--- config.mk ---
export PLATFORM = sky130hd
export DESIGN_NAME = dpb_lateral
export DESIGN_NICKNAME = d
export VERILOG_FILES = /design/src/rtl/core/dpb_pkg.sv /design/src/rtl/core/dpb_lateral.sv
export SDC_FILE = /design/constraint.sdc
export NUM_CORES = 2
export LEC_CHECK = 0
export ABC_AREA = 0
export BUFFER_PORTS_ARGS = -buffer_cell sky130_fd_sc_hd__buf_2
export CORE_MARGIN = 4
export CORE_UTILIZATION = 61
export CTS_CLUSTER_DIAMETER = 60
export DETAILED_ROUTE_END_ITERATION = 10
export GPL_ROUTABILITY_DRIVEN = 0
export PLACE_DENSITY = 0.88
export SLEW_MARGIN = 20
export SYNTH_ARGS = -nofsm -noshare
export SYNTH_HDL_FRONTEND = slang
export SYNTH_SLANG_ARGS = --single-unit
export TNS_END_PERCENT = 50
--- constraint.sdc ---
create_clock -name clk_i -period 22.5 [get_ports clk_i]
set_clock_uncertainty 0.15 [all_clocks]
set_input_delay 2.25 -clock clk_i [delete_from_list [all_inputs] [get_ports clk_i]]
set_output_delay 2.25 -clock clk_i [all_outputs]
set_load 0.05 [all_outputs]
--- src/rtl/core/dpb_pkg.sv ---
// Shared types and constants for the depth pixel back-projection core.
// No dependencies; used by dpb_lateral and depth_pixel_backprojection_core.
package dpb_pkg;

  // Configuration register indexes
  localparam logic [2:0] CFG_Z_SCALE       = 3'd0;
  localparam logic [2:0] CFG_FOCAL_X_RECIP = 3'd1;
  localparam logic [2:0] CFG_CTR_X         = 3'd2;
  localparam logic [2:0] CFG_FOCAL_Y_RECIP = 3'd3;
  localparam logic [2:0] CFG_CTR_Y         = 3'd4;
  localparam logic [2:0] CFG_MIN_DEPTH     = 3'd5;
  localparam logic [2:0] CFG_ORGANIZED     = 3'd6;

  // Reset values
  localparam logic [23:0] RST_Z_SCALE     = 24'd16777;
  localparam logic [23:0] RST_FOCAL_RECIP = 24'd31957;
  localparam logic [15:0] RST_CTR_X       = 16'd5112;
  localparam logic [15:0] RST_CTR_Y       = 16'd3832;
  localparam logic [23:0] RST_MIN_DEPTH   = 24'd6554;  // 0.10 m

  // Signed 24-bit limits, held at the width of the lateral product
  localparam logic [35:0] SMAX24 = 36'd8388607;
  localparam logic [35:0] SMAG24 = 36'd8388608;
  localparam logic signed [23:0] COORD_MAX = 24'sh7FFFFF;
  localparam logic signed [23:0] COORD_MIN = 24'sh800000;

  typedef struct packed {
    logic [15:0] depth_raw;
    logic        mask_keep;
    logic [11:0] pixel_column;
    logic [11:0] pixel_row;
    logic [7:0]  pixel_red;
    logic [7:0]  pixel_green;
    logic [7:0]  pixel_blue;
    logic        frame_last;
  } pixel_t;

  typedef struct packed {
    logic signed [23:0] point_x;
    logic signed [23:0] point_y;
    logic [23:0]        point_z;
    logic [7:0]         point_red;
    logic [7:0]         point_green;
    logic [7:0]         point_blue;
    logic               point_valid;
    logic               frame_end;
  } point_t;

  // Load enables for the pipeline stages inside the lateral unit
  typedef struct packed {
    logic s2;
    logic s3;
  } stage_en_t;

endpackage

--- src/rtl/core/dpb_lateral.sv ---
// Lateral coordinate pipeline: |offset| * recip, rounded, times z, saturated.
// Depends on dpb_pkg (stage_en_t, saturation limits).
module dpb_lateral (
  input  logic                clk_i,
  input  dpb_pkg::stage_en_t  en_i,
  input  logic [15:0]         mag_i,    // stage 1 offset magnitude, Q.4
  input  logic                neg_i,    // stage 1 offset sign
  input  logic [23:0]         recip_i,  // Q0.24
  input  logic [23:0]         z_i,      // stage 2 depth
  output logic signed [23:0]  coord_o   // from stage 3 registers
);

  logic [39:0] scaled;
  logic [27:0] a_d, a_q;
  logic [51:0] prod;
  logic [35:0] p_d, p_q;
  logic        neg2_q, neg3_q;

  // Q.4 * Q0.24 = Q.28, round half up to Q.16
  assign scaled = 40'(mag_i) * 40'(recip_i) + 40'd2048;
  assign a_d    = scaled[39:12];

  // Q.16 * z, round half up by 16 bits
  assign prod = 52'(a_q) * 52'(z_i) + 52'd32768;
  assign p_d  = prod[51:16];

  always_ff @(posedge clk_i) begin
    if (en_i.s2) begin
      a_q    <= a_d;
      neg2_q <= neg_i;
    end
    if (en_i.s3) begin
      p_q    <= p_d;
      neg3_q <= neg2_q;
    end
  end

  always_comb begin
    if (neg3_q) begin
      if (p_q > dpb_pkg::SMAG24) coord_o = dpb_pkg::COORD_MIN;
      else                       coord_o = -$signed(p_q[23:0]);
    end else begin
      if (p_q > dpb_pkg::SMAX24) coord_o = dpb_pkg::COORD_MAX;
      else                       coord_o = $signed(p_q[23:0]);
    end
  end

endmodule

Yosys cells after proc, flatten, opt, wreduce, memory -nomap -nowiden
Cells that the tools add are included.

cells by class
  $add $sub $neg = 3
  multipliers = 2
  order comparisons = 2
  mux-type cells = 3

operators with widths
  operator                number
  $mux 24                 3
  $add 52x16->52 const B  1
  $mul 28x24->52          1
  $add 40x12->40 const B  1
  $mul 16x24->40          1
  $gt 36x23->1 const B    1
  $gt 36x24->1 const B    1
  $neg 24->24             1

word-level totals
  register bits = 66
  input port bits = 68
  output and inout bits = 24
  logic and storage cells = 14

Depth between registers and ports, before layout
  depth in word-level cells = 3
  mapped depth = 26

Worst setup path after synthesis
Ideal clock, no wire load.

  path type = input to register
  start = input port z_i[9]
  end = register p_q[26] (data pin)
  arrival time = 8,466 ps
  slack = 13,615 ps
  stages = 25
  buffers on the path = 3
  cell sequence = clkbuf_1 -> clkbuf_1 -> nand2_1 -> fa_1 -> inv_1 -> fa_1 -> inv_1 -> fa_1 -> inv_1 -> fa_1 -> fa_1 -> fa_1 -> inv_1 -> fa_1 -> inv_1 -> ha_1 -> clkbuf_1 -> a21o_1 -> a31o_2 -> a21oi_1 -> o21bai_1 -> a221o_1 -> a211oi_1 -> o31ai_1 -> xor2_1

on the way
  longest elaborated chain between the ends = 2

RTL lines
  element                 line               text
  start: declaration      dpb_lateral.sv:9   input logic [23:0] z_i,
  $mul 28x24->52          dpb_lateral.sv:24  assign prod = 52'(a_q) * 52'(z_i) + 52'd32768;
  $add 52x16->52          dpb_lateral.sv:24
  named net prod[42]      dpb_lateral.sv:15  logic [51:0] prod;
  end signal: assignment  dpb_lateral.sv:33  p_q <= p_d;
  end: declaration        dpb_lateral.sv:16  logic [35:0] p_d, p_q;

The timed path passes the listed nets, and every way through them passes these cells.
A chain may end at the register's enable or synchronous reset.

Worst setup path after layout
  start = input port z_i[9]
  end = register p_q[25] (data pin)

The elaborated chain is that of the path after synthesis.

==> impl_metrics.toml <==
[outcome]
status = "finished, final reports clean"

[sta]
slew_headroom_pct = 18.5
setup_violations = 0
fin_crit_sh_pct = 41.1
period_needed_ps = 9250
worstMarginPinSlew_ps = 1220
finalHoldViolCount = 0
rsz0062_at_grt = "false"
fmax_mhz = 108
finalWorstSetupSlack_ps = 13250
finalMaxSlewViolations = 0
setup_tns_ps = 0

[synthesis]
synthArstFlopShare_pct = 0
synth.avg_cell_area_um2 = 9.06
synth_area_um2 = 36500
synth_seq_cells = 66
synthMuxAreaShare_pct = 0.0274
synth_warnings = 0
synth.top_cell.area_share_pct = 48.1
synth_area_leaders = "fa_1, ha_1, inv_1, and2_1, nand2_1"
synth_common_cells = "inv_1, fa_1, nand2_1"
synth_top_area_cell = "fa_1"
yosysMostFrequentCell = "inv_1"
synth-compound-area-share_pct = 4.55
synthAdderAreaFrac_pct = 59.2
synth_top_family_by_area = "adder cells"
synthXorXnorAreaFrac_pct = 1.54
synth_nets = 5294
syn_inst = 4025
synth_flop_cell = "edfxtp_1"
synth-edff-count = 66
post_synth_num_cell_types = 60
ys_seq_area_share_pct = 5.43
synth_simple_gate_area_share_pct = 17.0

[routing]
drc = 0
wirelength_um = 95000
drtIter0Drc = 2518
wl_met2_um = 45900
vias = 28000
routed.top_layer = "met5"
met3RoutedLength_um = 10300
wire_per_inst_um = 20.0
antenna_left = 0
via_per_inst = 5.90
drt-met1-wl_um = 31600
dr.pass1.iters = 8

[global_routing]
grt_pass1_vias = 31000
antenna_found_initial = 8
grt_pass1_wl_um = 155000
grt.total_usage_pct = 30.6
overflow = 0
grt_max_degree = 38

[setup_path]
slowest_stage = "fa_1"
arrival_ps = 9200
endpoint_kind = "flop"
cp_max_fo = 28
path_common_cell = "fa_1"
worstSetupPathType = "in2reg"
critPathMaxStageDelay_ps = 730
worstPathCellList = "buf_2 -> nand2_1 -> fa_1 -> inv_1 -> fa_1 -> inv_1 -> fa_1 -> inv_1 -> fa_1 -> fa_1 -> fa_1 -> inv_1 -> fa_1 -> inv_1 -> ha_1 -> nand2_1 -> nor3_1 -> nor3b_1 -> a21oi_1 -> a21boi_0 -> mux2i_1 -> nand2_1"
cp-start-kind = "input port"
crit_required_ps = 22450

[floorplanning]
core_area_um2 = 59100
rows = 89
die_x_um = 253
start_util_pct = 61.7
die_h_um = 253
ios = 92
die_area_um2 = 63800

[finish]
nets = 5222
final_layout_size_suffix_gt1_share_pct = 3.66
area_growth_pct = 3.34
fillers = 4373

[cts]
cts-buffers-inserted = 9
cts_root_buf = "clkbuf_16"
worstSkewPairLatency_ps = 360
htreeDepth = 3
postCtsSetupBuffers = 0
cts.sinks = 66
cts-hold-fix-buffers = 0
cts_resized = 0
cts_tree = "done"
cts_buffer_depth = 2
cts.clk_slew.worst_paths_ps = 60

[run]
max_cap_violations = 0

[placed_design]
dp_hpwl_um = 72800
portBuffers = 91
dp_slack_ps = 13100

[hold_path]
hp-class = "reg2reg"
worst max-delay path, delay by kind of cell:
family	cells	cell delay (ps)
multiplexers	1	270
adder cells (fa/ha/maj)	8	4170
AO/OA/AOI/OAI	2	720
buffers and inverters	6	820
AND/OR/NAND/NOR	5	940
layer usage:
metal	up-vias	track usage, %
li1	11700	-
met1	13900	35.5
met2	1810	51.6
met3	564	7.55
met4	2	18.6
met5	-	0
cell usage in the layout, fill, tap and decap left out, drive strengths merged, types with 4 or more instances in the layout:
master  instances
inv           985
fa            876
nand2         626
and2          491
ha            325
buf           113
a21oi          71
edfxtp         66
o21ai          49
nor2           43
xnor2          40
a21o           34
xor2           24
nand4          19
o311ai         18
nand3          17
nor3           15
nor4           11
diode          10
clkbuf          9
o31ai           8
a211o           7
o21a            7
a211oi          7
a31oi           7
nor3b           7
or2             7
or3             6
and3            5
a21boi          5
a221oi          5
o21bai          5
o211ai          4
a31o            4
a221o           4
path summary, 6_finish.rpt:
| path | startpoint | to | slack, ps | cells after the start |
|---|---|---|---|---|
| worst min register to register | neg2_q$_DFFE_PP_ | neg3_q$_DFFE_PP_ | 270 | 0 |
| worst max-delay path | z_i[9] | p_q[25]$_DFFE_PP_ | 13250 | 22 |
| worst min-delay path | neg2_q$_DFFE_PP_ | neg3_q$_DFFE_PP_ | 270 | 0 |
| worst max register to register | a_q[24]$_DFFE_PP_ | p_q[25]$_DFFE_PP_ | 14490 | 21 |
cell families (layout without fill, tap and decap cells):
| kind of cell | Yosys count | after routing |
|---|---|---|
| adder cells (fa/ha/maj) | 1201 | 1201 |
| XOR/XNOR | 64 | 64 |
| other | 0 | 10 |
| AO/OA/AOI/OAI | 252 | 252 |
| flip-flops | 66 | 66 |
| AND/OR/NAND/NOR | 1261 | 1261 |
| buffers and inverters | 1180 | 1113 |
| multiplexers | 1 | 1 |
registers in the layout, summed over array words and instances, names as in the netlist:
name,count
a_q,28
neg2_q,1
neg3_q,1
p_q,36
metrics by stage:
stage / hold slack (ps) / cells / cell area [um^2] / utilization [%]
final: 270 / 4741 / 37700 / 63.7
after global routing: 292 / 4736 / 37700 / 63.7
after CTS: 272 / 4730 / 37700 / 63.7
after detailed placement: 257 / 4714 / 37300 / 63.1
after global placement: 255 / 4714 / 37300 / 63.1
after floorplan: 250 / 4025 / 36500 / -
area by class of cell:
type	count	area (um^2)	area share, %
Clock buffer	9	225	0.598
Sequential cell	66	1980	5.26
Timing Repair Buffer	113	628	1.67
Multi-Input combinational cell	2779	30000	79.7
Inverter	984	3690	9.80
Tap cell	773	967	2.57
Clock inverter	7	125	0.332
Antenna cell	10	25.0	0.0664
Power is not shown: default switching activity piles up to over one toggle a cycle in this logic, so the estimate is an artifact.
